==> src/ifta_pkg.sv <==
// Shared constants and types for the three-axis IIR filter.
package ifta_pkg;

	// Default sizing handed to the top level
	localparam int DEF_TAPS           = 3;
	localparam int DEF_LANES          = 3;
	localparam int DEF_SAMPLE_BITS    = 16;
	localparam int DEF_COEF_FRAC_BITS = 20;

	// Fixed coefficient format and register map
	localparam int COEF_BITS    = 24;
	localparam int CFG_IDX_BITS = 3;
	localparam int NUM_AXES     = 3;

	localparam logic signed [COEF_BITS-1:0] COEF_B0_RESET = 24'sd1048576;

	typedef enum logic [CFG_IDX_BITS-1:0] {
		REG_B0 = 3'd0,
		REG_B1 = 3'd1,
		REG_B2 = 3'd2,
		REG_A1 = 3'd3,
		REG_A2 = 3'd4
	} coef_idx_t;

	typedef struct packed {
		logic signed [COEF_BITS-1:0] b0;
		logic signed [COEF_BITS-1:0] b1;
		logic signed [COEF_BITS-1:0] b2;
		logic signed [COEF_BITS-1:0] a1;
		logic signed [COEF_BITS-1:0] a2;
	} coef_set_t;

	// Per-transaction control broadcast to the lanes
	typedef struct packed {
		logic accept;	// new sample enters stage 1
		logic load;	// stage 1 result moves into the output register
		logic warm;	// sample belongs to the warm-up window
	} lane_ctl_t;

endpackage

==> src/ifta_intf.sv <==


interface ifta_cfg_if;
	logic                                 valid;
	logic                                 ready;
	logic [ifta_pkg::CFG_IDX_BITS-1:0]    index;
	logic [ifta_pkg::COEF_BITS-1:0]       data;

	modport source (output valid, output index, output data, input ready);
	modport sink (input valid, input index, input data, output ready);
endinterface

==> src/ifta_coef_regs.sv <==
// Coefficient register bank written through the configuration channel.
module ifta_coef_regs (
	input  logic                clk,
	input  logic                arst_n,
	ifta_cfg_if.sink            cfg,
	output ifta_pkg::coef_set_t coef
);
	import ifta_pkg::*;

	coef_set_t coef_q;

	// Writes are always taken; unknown indexes are dropped
	assign cfg.ready = 1'b1;
	assign coef      = coef_q;

	always_ff @(posedge clk or negedge arst_n) begin
		if (!arst_n) begin
			coef_q.b0 <= COEF_B0_RESET;
			coef_q.b1 <= '0;
			coef_q.b2 <= '0;
			coef_q.a1 <= '0;
			coef_q.a2 <= '0;
		end else if (cfg.valid) begin
			unique case (coef_idx_t'(cfg.index))
				REG_B0: coef_q.b0 <= cfg.data;
				REG_B1: coef_q.b1 <= cfg.data;
				REG_B2: coef_q.b2 <= cfg.data;
				REG_A1: coef_q.a1 <= cfg.data;
				REG_A2: coef_q.a2 <= cfg.data;
				default: ;
			endcase
		end
	end

endmodule

==> src/flat_wrapper.sv <==
// flat-port wrapper written by rule: the top's interface ports become plain ports
module ifta_coef_regs_flat import ifta_pkg::*;
  (clk, arst_n, coef, cfg_valid, cfg_index, cfg_data, cfg_ready);
  ifta_cfg_if cfg_i ();
  input  logic clk;
  input  logic arst_n;
  output ifta_pkg::coef_set_t coef;
  input wire logic [$bits(cfg_i.valid)-1:0] cfg_valid;
  input wire logic [$bits(cfg_i.index)-1:0] cfg_index;
  input wire logic [$bits(cfg_i.data)-1:0] cfg_data;
  output wire logic [$bits(cfg_i.ready)-1:0] cfg_ready;
  assign cfg_i.valid = cfg_valid;
  assign cfg_i.index = cfg_index;
  assign cfg_i.data = cfg_data;
  assign cfg_ready = cfg_i.ready;
  ifta_coef_regs u_core (.clk(clk), .arst_n(arst_n), .cfg(cfg_i), .coef(coef));
endmodule
==> config.mk <==
export PLATFORM = sky130hd
export DESIGN_NAME = ifta_coef_regs_flat
export DESIGN_NICKNAME = d
export VERILOG_FILES = /design/src/ifta_pkg.sv /design/src/ifta_intf.sv /design/src/ifta_coef_regs.sv /design/src/flat_wrapper.sv
export SDC_FILE = /design/constraint.sdc
export NUM_CORES = 1
export LEC_CHECK = 0
export BUFFER_PORTS_ARGS = -buffer_cell sky130_fd_sc_hd__clkbuf_2
export CAP_MARGIN = 30
export CORE_MARGIN = 5
export CORE_UTILIZATION = 45
export CTS_CLUSTER_SIZE = 12
export DETAILED_ROUTE_END_ITERATION = 6
export GPL_TIMING_DRIVEN = 0
export PLACE_DENSITY = 0.77
export SYNTH_ARGS = -nofsm -noshare
export SYNTH_HDL_FRONTEND = slang
export SYNTH_SLANG_ARGS = --single-unit
==> constraint.sdc <==
create_clock -name clk -period 0.8 [get_ports clk]
set_input_delay 0 -clock clk [delete_from_list [all_inputs] [get_ports clk]]
set_output_delay 0 -clock clk [all_outputs]
set_load 0.1 [all_outputs]
==> impl_metrics.env, run 1 <==
export IMPL_fp_dieH_um=112
export IMPL_htree_levels=4
export IMPL_dp_hpwl_mm=7.69
export IMPL_syn_area_sq_mm=0.00472
export IMPL_synth_top_area_share_pct=63.1
export IMPL_start_util_pct=45.9
export IMPL_worst_endpoint_kind="primary output"
export IMPL_crit_endpoint="coef[116]"
export IMPL_place_area_sq_mm=0.00615
export IMPL_cts_root_buf="clkbuf_8"
export IMPL_lastStage="global routing (5_1_grt)"
export IMPL_ys_seq_area_share_pct=63.6
export IMPL_syn_avg_cell_area_sq_um=18.2
export IMPL_clock_sinks=120
export IMPL_synth_cells=260
export IMPL_rows=37
export IMPL_yosys_warnings=0
export IMPL_io_pins=151
export IMPL_yosys_top_cells_area="dfrtp_1 63%, mux2_2 18%, mux2_4 13%, buf_6 2.4%, mux2_1 1.4%"
export IMPL_outcome="did not finish"
export IMPL_synth_nets=290
export IMPL_synthDistinctLibCells=12
export IMPL_synth_area_leader_cell="dfrtp_1"
export IMPL_pre_cts_ws_ns=-0.675
export IMPL_firstError="[ERROR DPL-0033] detailed placement checks failed during check placement."
export IMPL_cts_buffers=17
export IMPL_gp_congestion=0.746
export IMPL_antenna_found_initial=1
export IMPL_synth_ff_latch_count=120
export IMPL_die_w_um=112
export IMPL_cts_buffer_depth=2
export IMPL_grt_max_degree=121
export IMPL_portBuffers=149
-- what timing repair did --
action,4_1_cts
setup buffers,19
endpoints found under the setup margin,239
hold buffers,24
endpoints found under the hold margin,239
resized for setup,379
pin swaps,1
-- logic make-up after synthesis --
| group | synth area share [%] |
|---|---|
| buffers and inverters | 2.86 |
| muxes | 31.8 |
| and+or+nand+nor | 1.62 |
| other | 0.0794 |
| DFF | 63.6 |
-- synthesized netlist by cell type --
master	number
dfrtp_1	119
mux2_2	74
mux2_4	40
buf_6	10
mux2_1	6
and4bb_1	3
buf_2	3
buf_4	1
conb_1	1
dfstp_2	1
nand4b_2	1
nor4b_4	1
-- through the flow --
stage | hold slack (ns) | cells
after detailed placement | 0.212 | 545
after floorplan | -0.296 | 260
after global placement | 0.291 | 545
after CTS | -0.352 | 619
==> run 2: changes to the inputs <==
--- a/config.mk
+++ b/config.mk
@@ -8,11 +8,10 @@
 export BUFFER_PORTS_ARGS = -buffer_cell sky130_fd_sc_hd__clkbuf_2
 export CAP_MARGIN = 30
 export CORE_MARGIN = 5
-export CORE_UTILIZATION = 45
-export CTS_CLUSTER_SIZE = 12
+export CORE_UTILIZATION = 30
 export DETAILED_ROUTE_END_ITERATION = 6
 export GPL_TIMING_DRIVEN = 0
-export PLACE_DENSITY = 0.77
+export PLACE_DENSITY_LB_ADDON = 0.15
 export SYNTH_ARGS = -nofsm -noshare
 export SYNTH_HDL_FRONTEND = slang
 export SYNTH_SLANG_ARGS = --single-unit
==> constraint.sdc (replaced) <==
create_clock -name clk -period 1.05 [get_ports clk]
set_input_delay 0 -clock clk [delete_from_list [all_inputs] [get_ports clk]]
set_output_delay 0 -clock clk [all_outputs]
set_load 0.1 [all_outputs]
==> run 2 against run 1 <==
  * The flow now finishes, with violations (setup timing)
  * Area after synthesis unchanged
  * Synthesized cell count unchanged
==> impl_metrics.env, run 2 <==
export IMPL_outcome="finished, violations left"
export IMPL_violations="setup timing"
export IMPL_crit_path_end_kind="output pin"
export IMPL_synth_enable_flop_cells=0
export IMPL_antenna_cells=0
export IMPL_num_vias=3042
export IMPL_synth_top_area_share_pct=63.1
export IMPL_maxSlewViolCount=0
export IMPL_yosysMostFrequentCell="dfrtp_1"
export IMPL_largest_register_ffs=120
export IMPL_finalSetupTns_ns=-0.393
export IMPL_grt_pass1_wl_mm=20.5
export IMPL_drive_above_1_share_pct=92.5
export IMPL_place_area_sq_mm=0.00593
export IMPL_hold_ws_ns=0.0497
export IMPL_cp_buffers_inverters=1
export IMPL_yosys_warnings=0
export IMPL_drc=0
export IMPL_final_common_cell="dfrtp_2"
export IMPL_syn_avg_cell_area_sq_um=18.2
export IMPL_ys_dominant_reg_cell="dfrtp_1"
export IMPL_synth_area_leader_cell="dfrtp_1"
export IMPL_cts_tree="yes"
export IMPL_rsz0062_at_grt="yes"
export IMPL_cp_arrival_ns=1.23
export IMPL_antenna_found_initial=0
export IMPL_drt_initial_drc_count=71
export IMPL_grt_max_degree=90
export IMPL_maxCapViolCount=0
export IMPL_portBuffers=149
export IMPL_clk_pin_slew_ns=0.06
export IMPL_cts_buffer_depth=2
export IMPL_ant_nets=0
export IMPL_synth_cells=260
export IMPL_hold_viol=0
export IMPL_clock_latency_ns=0.40
export IMPL_nets=510
export IMPL_viasPerCell=4.32
export IMPL_p_leak_nw=4.02
export IMPL_fin_crit_ns=1.23
export IMPL_ys_seq_area_share_pct=63.6
export IMPL_synthDistinctLibCells=12
export IMPL_yosys_top_cells_area="dfrtp_1 63%, mux2_2 18%, mux2_4 13%, buf_6 2.4%, mux2_1 1.4%"
export IMPL_critical_path_startpoint_type="flip-flop"
export IMPL_gr_total_overflow=0
export IMPL_die_w_um=135
export IMPL_setup_violations=6
export IMPL_timing_fmax_mhz=812
export IMPL_rows=45
export IMPL_dieArea_sq_mm=0.0183
export IMPL_area_delta_synth_final_pct=93.3
export IMPL_ff_latch_area_sq_mm=0.00317
export IMPL_grt_pass1_vias=3534
export IMPL_path_delay_family="flip-flops"
export IMPL_core_area_sq_mm=0.0153
export IMPL_crit_path_top_delay_cell="dfstp_4"
export IMPL_hold_class="primary input to async pin"
export IMPL_worst_setup_path_type="flip-flop to output pin"
export IMPL_required_ns=1.05
export IMPL_crit_chain="clkbuf_16"
export IMPL_synth_common_cells="119 x dfrtp_1, 74 x mux2_2, 40 x mux2_4, 10 x buf_6, 6 x mux2_1"
export IMPL_synth_nets=290
export IMPL_layout_setup_ws_ns=-0.182
export IMPL_htree_levels=4
export IMPL_critPathMaxFanout=2
export IMPL_final_area_sq_mm=0.00913
export IMPL_fillers=1122
export IMPL_drtPass1Iterations=4
export IMPL_fp_dieH_um=135
export IMPL_clock_sinks=120
export IMPL_post_route_period_util_pct=117
export IMPL_async_flop_share_pct=100
export IMPL_synth_ff_latch_count=120
export IMPL_p_per_area_mw_per_mm2=3010
export IMPL_max_stage_delay_ns=0.63
export IMPL_pre_cts_ws_ns=-0.418
export IMPL_ir_drop_mv=1.39
export IMPL_cts_buffers=17
export IMPL_total_power_mw=27.5
export IMPL_routedWlPerCell_um=18.9
export IMPL_finClkSkew_ns=0
export IMPL_start_util_pct=30.8
export IMPL_grt_usage_pct=14.9
export IMPL_multi_input_area_sq_mm=0.00158
export IMPL_wirelength_mm=13.3
export IMPL_gp_congestion=0.714
export IMPL_layout_common_cells="114 x dfrtp_2, 107 x clkbuf_16, 74 x mux2_2"
export IMPL_dp_hpwl_mm=7.99
export IMPL_io_pins=151
export IMPL_cts_root_buf="clkbuf_16"
export IMPL_syn_area_sq_mm=0.00472
run 2: cell families (layout without fill, tap and decap cells):
kind of cell           count (synthesis)  count (layout)  share of synthesized area, %
multiplexers                         120             120                          31.8
flip-flops                           120             120                          63.6
buffers and inverters                 14             247                          2.86
AND/OR/NAND/NOR                        5               5                          1.62
other                                  1               1                        0.0794
run 2: power breakdown:
group | internal (mW) | switching [mW]
logic | 5.37 | 8.87
registers | 5.89 | 0.970
clock network | 4.42 | 1.99
run 2: worst register-to-register path, stage by stage (launching register included):
cell	delay [ns]
dfrtp_2	0.42
buf_4	0.14
mux2_4	0.27
run 2: per-layer routing:
layer	track usage [%]	vias up	wire (um)
met1	17.0	1567	5380
li1	-	1369	-
met2	26.1	88	6960
met5	0	-	0
met3	4.31	18	669
met4	6.38	0	278
run 2: layout make-up:
class                   instances  area share [%]
repair buffers                201            36.3
flip-flops and latches        120            34.7
multi-input cells             126            17.3
clock buffers                  26            5.80
well taps                     211            2.89
plain buffers                  14            1.48
clock inverters                 6            1.45
run 2: final timing paths:
kind,cells after the start,start,slack (ns),end
min in group clk,3,cfg_valid,0.12,u_core.coef[25]
worst max register to register,2,u_core.coef[6],0.11,u_core.coef[6]
worst min register to register,1,u_core.coef[87],0.52,u_core.coef[87]
worst max-delay path,1,u_core.coef[116],-0.18,coef[116]
max in group asynchronous,3,arst_n,0.24,u_core.coef[74]
worst min-delay path,2,arst_n,0.05,u_core.coef[41]
run 2: what timing repair did:
| action | in CTS | in global routing |
|---|---|---|
| setup buffers | 17 | 9 |
| gates resized for setup | 330 | 18 |
| hold endpoints to repair | 240 | 0 |
| hold buffers | 25 | 0 |
| endpoints found under the setup margin | 120 | 121 |
| pin swaps | 0 | 1 |
run 2: stage by stage:
stage	cells	utilization (%)
floorplan	260	-
global placement	620	38.5
detailed placement	621	38.7
CTS	695	59.0
global route	704	59.6
finish	704	59.6
Power figures use the tool's default switching activity.
