<file path="config.mk">
export PLATFORM = sky130hd
export DESIGN_NAME = ifta_merge_flat
export DESIGN_NICKNAME = d
export VERILOG_FILES = /design/src/ifta_pkg.sv /design/src/ifta_intf.sv /design/src/ifta_merge.sv /design/src/flat_wrapper.sv
export SDC_FILE = /design/constraint.sdc
export NUM_CORES = 1
export LEC_CHECK = 0
export ABC_AREA = 0
export ABC_CLOCK_PERIOD_IN_PS = 1200
export BUFFER_PORTS_ARGS = -buffer_cell sky130_fd_sc_hd__buf_2
export CAP_MARGIN = 40
export CORE_MARGIN = 4
export CORE_UTILIZATION = 43
export DETAILED_ROUTE_END_ITERATION = 16
export GPL_ROUTABILITY_DRIVEN = 0
export MAX_ROUTING_LAYER = met4
export PLACE_DENSITY = 0.91
export SLEW_MARGIN = 15
export SYNTH_ARGS = -nofsm -noshare
export SYNTH_HDL_FRONTEND = slang
export SYNTH_SLANG_ARGS = --single-unit
</file>
<file path="constraint.sdc">
create_clock -name clk -period 1.2 [get_ports clk]
set_input_delay 0.18 -clock clk [delete_from_list [all_inputs] [get_ports clk]]
set_output_delay 0.18 -clock clk [all_outputs]
set_load 0.05 [all_outputs]
</file>
<file path="src/ifta_pkg.sv">
// Shared constants and types for the three-axis IIR filter.
package ifta_pkg;

	// Default sizing handed to the top level
	localparam int DEF_TAPS           = 3;
	localparam int DEF_LANES          = 3;
	localparam int DEF_SAMPLE_BITS    = 16;
	localparam int DEF_COEF_FRAC_BITS = 20;

	// Fixed coefficient format and register map
	localparam int COEF_BITS    = 24;
	localparam int CFG_IDX_BITS = 3;
	localparam int NUM_AXES     = 3;

	localparam logic signed [COEF_BITS-1:0] COEF_B0_RESET = 24'sd1048576;

	typedef enum logic [CFG_IDX_BITS-1:0] {
		REG_B0 = 3'd0,
		REG_B1 = 3'd1,
		REG_B2 = 3'd2,
		REG_A1 = 3'd3,
		REG_A2 = 3'd4
	} coef_idx_t;

	typedef struct packed {
		logic signed [COEF_BITS-1:0] b0;
		logic signed [COEF_BITS-1:0] b1;
		logic signed [COEF_BITS-1:0] b2;
		logic signed [COEF_BITS-1:0] a1;
		logic signed [COEF_BITS-1:0] a2;
	} coef_set_t;

	// Per-transaction control broadcast to the lanes
	typedef struct packed {
		logic accept;	// new sample enters stage 1
		logic load;	// stage 1 result moves into the output register
		logic warm;	// sample belongs to the warm-up window
	} lane_ctl_t;

endpackage

</file>
<file path="src/ifta_intf.sv">


interface ifta_result_if #(
	parameter int SAMPLE_BITS = ifta_pkg::DEF_SAMPLE_BITS
);
	logic                          valid;
	logic                          ready;
	logic signed [SAMPLE_BITS-1:0] filtered_x;
	logic signed [SAMPLE_BITS-1:0] filtered_y;
	logic signed [SAMPLE_BITS-1:0] filtered_z;

	modport source (output valid, output filtered_x, output filtered_y,
		output filtered_z, input ready);
	modport sink (input valid, input filtered_x, input filtered_y, input filtered_z,
		output ready);
endinterface


</file>
<file path="src/ifta_merge.sv">
// Output register gathering the lane results into one result transaction.
module ifta_merge #(
	parameter int SAMPLE_BITS = ifta_pkg::DEF_SAMPLE_BITS
) (
	input  logic                          clk,
	input  logic                          arst_n,
	input  logic                          load,
	input  logic signed [SAMPLE_BITS-1:0] lane_y [ifta_pkg::NUM_AXES],
	output logic                          free,
	ifta_result_if.source                 res
);
	import ifta_pkg::*;

	logic                          valid_s2;
	logic signed [SAMPLE_BITS-1:0] fx_s2, fy_s2, fz_s2;

	// Register is free when empty or being drained this cycle
	assign free = !valid_s2 || res.ready;

	always_ff @(posedge clk or negedge arst_n) begin
		if (!arst_n) begin
			valid_s2 <= 1'b0;
		end else if (load) begin
			valid_s2 <= 1'b1;
		end else if (res.ready) begin
			valid_s2 <= 1'b0;
		end
	end

	always_ff @(posedge clk) begin
		if (load) begin
			fx_s2 <= lane_y[0];
			fy_s2 <= lane_y[1];
			fz_s2 <= lane_y[2];
		end
	end

	assign res.valid      = valid_s2;
	assign res.filtered_x = fx_s2;
	assign res.filtered_y = fy_s2;
	assign res.filtered_z = fz_s2;

endmodule

</file>
<file path="src/flat_wrapper.sv">
// flat-port wrapper written by rule: the top's interface ports become plain ports
module ifta_merge_flat import ifta_pkg::*;
#(
	parameter int SAMPLE_BITS = ifta_pkg::DEF_SAMPLE_BITS
)
  (clk, arst_n, load, lane_y, free, res_valid, res_filtered_x, res_filtered_y, res_filtered_z, res_ready);
  ifta_result_if #(.SAMPLE_BITS(SAMPLE_BITS)) res_i ();
  input  logic clk;
  input  logic arst_n;
  input  logic load;
  input  logic signed [SAMPLE_BITS-1:0] lane_y[ifta_pkg::NUM_AXES];
  output logic free;
  output wire logic [$bits(res_i.valid)-1:0] res_valid;
  output wire logic [$bits(res_i.filtered_x)-1:0] res_filtered_x;
  output wire logic [$bits(res_i.filtered_y)-1:0] res_filtered_y;
  output wire logic [$bits(res_i.filtered_z)-1:0] res_filtered_z;
  input wire logic [$bits(res_i.ready)-1:0] res_ready;
  assign res_valid = res_i.valid;
  assign res_filtered_x = res_i.filtered_x;
  assign res_filtered_y = res_i.filtered_y;
  assign res_filtered_z = res_i.filtered_z;
  assign res_i.ready = res_ready;
  ifta_merge #(.SAMPLE_BITS(SAMPLE_BITS)) u_core (.clk(clk), .arst_n(arst_n), .load(load), .lane_y(lane_y), .free(free), .res(res_i));
endmodule
</file>
==> Word level (Yosys, flattened, before mapping) <==
Cells that the tools add are included.
Widths: inputs -> output; s select.
{ "op_classes": {"reduce_logical": 3, "muxes": 2} }
{ "op_table": {"columns": ["op", "n"], "rows": [
  ["$mux 1", 2],
  ["$reduce_bool 2->1", 1],
  ["$logic_not 1->1", 1],
  ["$logic_or 1x1->1", 1]
]} }
{ "totals": {"word_cells": 9, "out_inout_bits": 50, "inputBits": 52, "register_bits": 49} }

==> Depth between registers and ports, before layout <==
{ "logic_depth": {"word_depth": 2, "depth_mapped": 2, "mapped_depth_nobuf": 2} }

==> Worst setup path after synthesis <==
OpenSTA, ideal clock, no wires.
{ "synth_timing": {"path_kind": "reg2out", "start": "reg u_core.valid_s2 (netlist: u_core.res.valid)", "end": "out free", "t_arrival_ps": 859, "t_required_ps": 1020, "stages_incl_launch_ff": 2, "path_buffers": 0, "slack_ps": 161, "path_cell_list": "dfrtp_1 -> nand2b_4"} }
{ "synth_between": {"elab_chain_len": 2} }
{ "synth_lines": {"columns": ["item", "line_no", "text"], "rows": [
  ["from (decl)", "ifta_merge.sv:14", "logic valid_s2;"],
  ["from (signal assigned)", "ifta_merge.sv:22", "valid_s2 <= 1'b0;"],
  ["from (signal assigned)", "ifta_merge.sv:24", "valid_s2 <= 1'b1;"],
  ["from (signal assigned)", "ifta_merge.sv:26", "valid_s2 <= 1'b0;"],
  ["$logic_not 1->1", "ifta_merge.sv:18", "assign free = !valid_s2 || res.ready;"],
  ["$logic_or 1x1->1", "ifta_merge.sv:18", null],
  ["to (decl)", "flat_wrapper.sv:12", "output logic free;"]
]} }
Every way passes these cells.

==> Final worst setup path <==
Ends and elaborated chain as after synthesis.

==> impl_metrics.env <==
export IMPL_slew_viol_final=0
export IMPL_ios=102
export IMPL_vias=1219
export IMPL_p_total_mw=4.03
export IMPL_drc=0
export IMPL_fmax_ghz=0.809
export IMPL_power_leakage_nw=1.21
export IMPL_drt_pass1_iterations=4
export IMPL_yosysTopAreaCell="edfxtp_1"
export IMPL_violations="negative setup slack"
export IMPL_grt_first_pass_wirelength_um=7120
export IMPL_hp_class="in -> reg"
export IMPL_end_kind="output pin"
export IMPL_cp_arrival_ns=1.06
export IMPL_cts_clk_slew_worst_paths_ns=0.15
export IMPL_drtIter0Drc=51
export IMPL_slew_headroom_pct=82.4
export IMPL_fillers=155
export IMPL_area_delta_synth_final_pct=88.6
export IMPL_reg2reg_depth=3
export IMPL_grt_usage_pct=24.6
export IMPL_crit_required_ns=1.02
export IMPL_synthAdderAreaFrac_pct=0
export IMPL_path_class="reg -> out"
export IMPL_syn_inst=51
export IMPL_setup_viol=3
export IMPL_min_period_ns=1.24
export IMPL_synth_mux_area_fraction_pct=0
export IMPL_pwr_share_clk_pct=23.7
export IMPL_clock_latency_ns=0.36
export IMPL_yosysWarningCount=0
export IMPL_start_kind="flop"
export IMPL_ys_types=4
export IMPL_synth_xor_area_share_pct=0
export IMPL_yosysSeqAreaShare_pct=98.5
export IMPL_vias_per_cell=4.74
export IMPL_die_area_um2=4470
export IMPL_switchingPower_mw=1.22
export IMPL_synth_top_cells_by_area="edfxtp_1 (97%), dfrtp_1 (1.7%), nand2b_4 (0.92%)"
export IMPL_cellPowerDensity_nw_per_um2=1440
export IMPL_fin_nets=262
export IMPL_rsz0062_at_grt="yes"
export IMPL_routed_wl_um=5640
export IMPL_synth_nets=103
export IMPL_root_buffer="clkbuf_4"
export IMPL_synthSimpleGateAreaFrac_pct=1.51
export IMPL_whs_path_depth=1
export IMPL_ir_drop_v=0.00108
export IMPL_max_slew_worst_pin_slew_ns=0.266
export IMPL_grt_max_degree=32
export IMPL_layout_setup_ws_ns=-0.0362
export IMPL_antenna_found_initial=0
export IMPL_hold_viol=0
export IMPL_syn_avg_cell_area_um2=29.2
export IMPL_core_area_um2=3340
export IMPL_die_w_um=66.8
export IMPL_clock_skew_ns=0
export IMPL_hpwlAfterDp_um=2460
export IMPL_ctsHtreeMaxLevel=2
export IMPL_initial_core_util_pct=44.6
export IMPL_fp_row_count=21
export IMPL_switching_share_pct=30.2
export IMPL_cts_buffer_depth=2
export IMPL_timing_hold_ws_ns=0.0170
export IMPL_clock_sinks=49
export IMPL_diodes=0
export IMPL_outcome="finished, violations left"
export IMPL_crit_fanout=2
export IMPL_synth_compound_area_share_pct=0
export IMPL_p_seq_share_pct=51.9
export IMPL_synth_top_area_share_pct=96.8
export IMPL_syn_area_um2=1490
export IMPL_cts_tree="built"
export IMPL_min_period_over_period_pct=103
export IMPL_avgRoutedWirePerCell_um=22.0
export IMPL_grt_pass1_vias=1350
export IMPL_synth_top_family_by_area="simple AND/OR/NAND/NOR gates"
export IMPL_internal_power_mw=2.81
export IMPL_gr_total_overflow=0
export IMPL_drt_antenna_violating_nets=0
export IMPL_drive_gt1_share_pct=53.6
export IMPL_portBuffers=101
export IMPL_cts_buffers=5
export IMPL_pre_cts_slack_ns=0.293
export IMPL_drv_cap=0
export IMPL_yosys_register_bits=49
export IMPL_p_comb_share_pct=24.4
export IMPL_fp_dieH_um=66.8
area by class of cell:
| class | count | area [um2] | area share [%] |
|---|---|---|---|
| well taps | 46 | 57.6 | 2.05 |
| repair buffers | 152 | 1180 | 42.2 |
| clock buffers | 6 | 41.3 | 1.47 |
| multi-input cells | 2 | 22.5 | 0.802 |
| clock inverters | 2 | 35.0 | 1.25 |
| flip-flops and latches | 49 | 1470 | 52.2 |
power groups by stage:
stage               clock network [mW]  registers (mW)  logic (mW)
floorplan                            0            2.58      0.0151
global placement                     0            2.09       0.731
detailed placement                   0            2.10       0.743
CTS                              0.935            2.06       0.870
global route                      1.03            2.10        1.01
finish                           0.956            2.09       0.983
kinds of logic after synthesis:
| logic type | Yosys count |
|---|---|
| DFF | 49 |
| and+or+nand+nor | 2 |
sequential cells by signal (all words and copies together) (netlist names):
name,count
u_core.res.filtered_z,16
u_core.res.valid,1
u_core.res.filtered_y,16
u_core.res.filtered_x,16
worst paths after layout:
kind | from | end | slack [ns]
setup / recovery | u_core.res.valid | free | -0.04
hold / removal | lane_y[1] | u_core.res.filtered_z[1] | 0.02
setup reg to reg | u_core.res.valid | u_core.res.valid | 0.40
hold reg to reg | u_core.res.valid | u_core.res.valid | 0.73
max in group asynchronous | arst_n | u_core.res.valid | 0.99
min in group asynchronous | arst_n | u_core.res.valid | 0.12
repair_timing:
item | CTS | global route
hold endpoints to repair | 48 | 0
cloned | 0 | 0
gates resized for setup | 4 | 79
endpoints found under the setup margin | 2 | 31
setup buffers | 0 | 1
hold buffers | 48 | 0
routing by layer:
metal | share of wire [%] | vias to the layer above | global-route usage [%]
li1 | - | 522 | -
met1 | 35 | 596 | 26.7
met2 | 52 | 91 | 39.5
met3 | 11 | 10 | 10.3
met4 | 1.4 | 0 | 10.7
met5 | 0 | - | -
Yosys cell counts, drive strengths merged:
master and number:
dfrtp 1, edfxtp 48, nand2b 2
per-stage QoR:
stage	util (%)	instances	instance area (um2)	TNS [ns]
2_1_floorplan	-	51	1490	0
3_3_place_gp	62.3	200	2080	0
3_5_place_dp	62.3	200	2080	0
4_1_cts	79.4	256	2650	-0.0182
5_1_grt	84.1	257	2810	-0.299
6_report	84.1	257	2810	-0.0879
worst max-delay path, stage by stage (launching register included):
cell and delay (ns):
dfrtp_1 0.45, nand2b_4 0.10, buf_8 0.14
layout by cell type, fill, tap and decap left out:
| cell | Yosys | layout |
|---|---|---|
| buf_8 | 0 | 1 |
| buf_4 | 0 | 11 |
| clkbuf_4 | 0 | 5 |
| bufinv_16 | 0 | 1 |
| edfxtp_1 | 48 | 48 |
| nand2b_2 | 1 | 1 |
| buf_2 | 0 | 70 |
| buf_6 | 0 | 21 |
| nand2b_4 | 1 | 1 |
| clkbuf_1 | 0 | 1 |
| clkinv_2 | 0 | 1 |
| dfrtp_1 | 1 | 1 |
| dlygate4sd3_1 | 0 | 48 |
| buf_12 | 0 | 1 |
No activity file was read; power rests on OpenSTA's default activity.
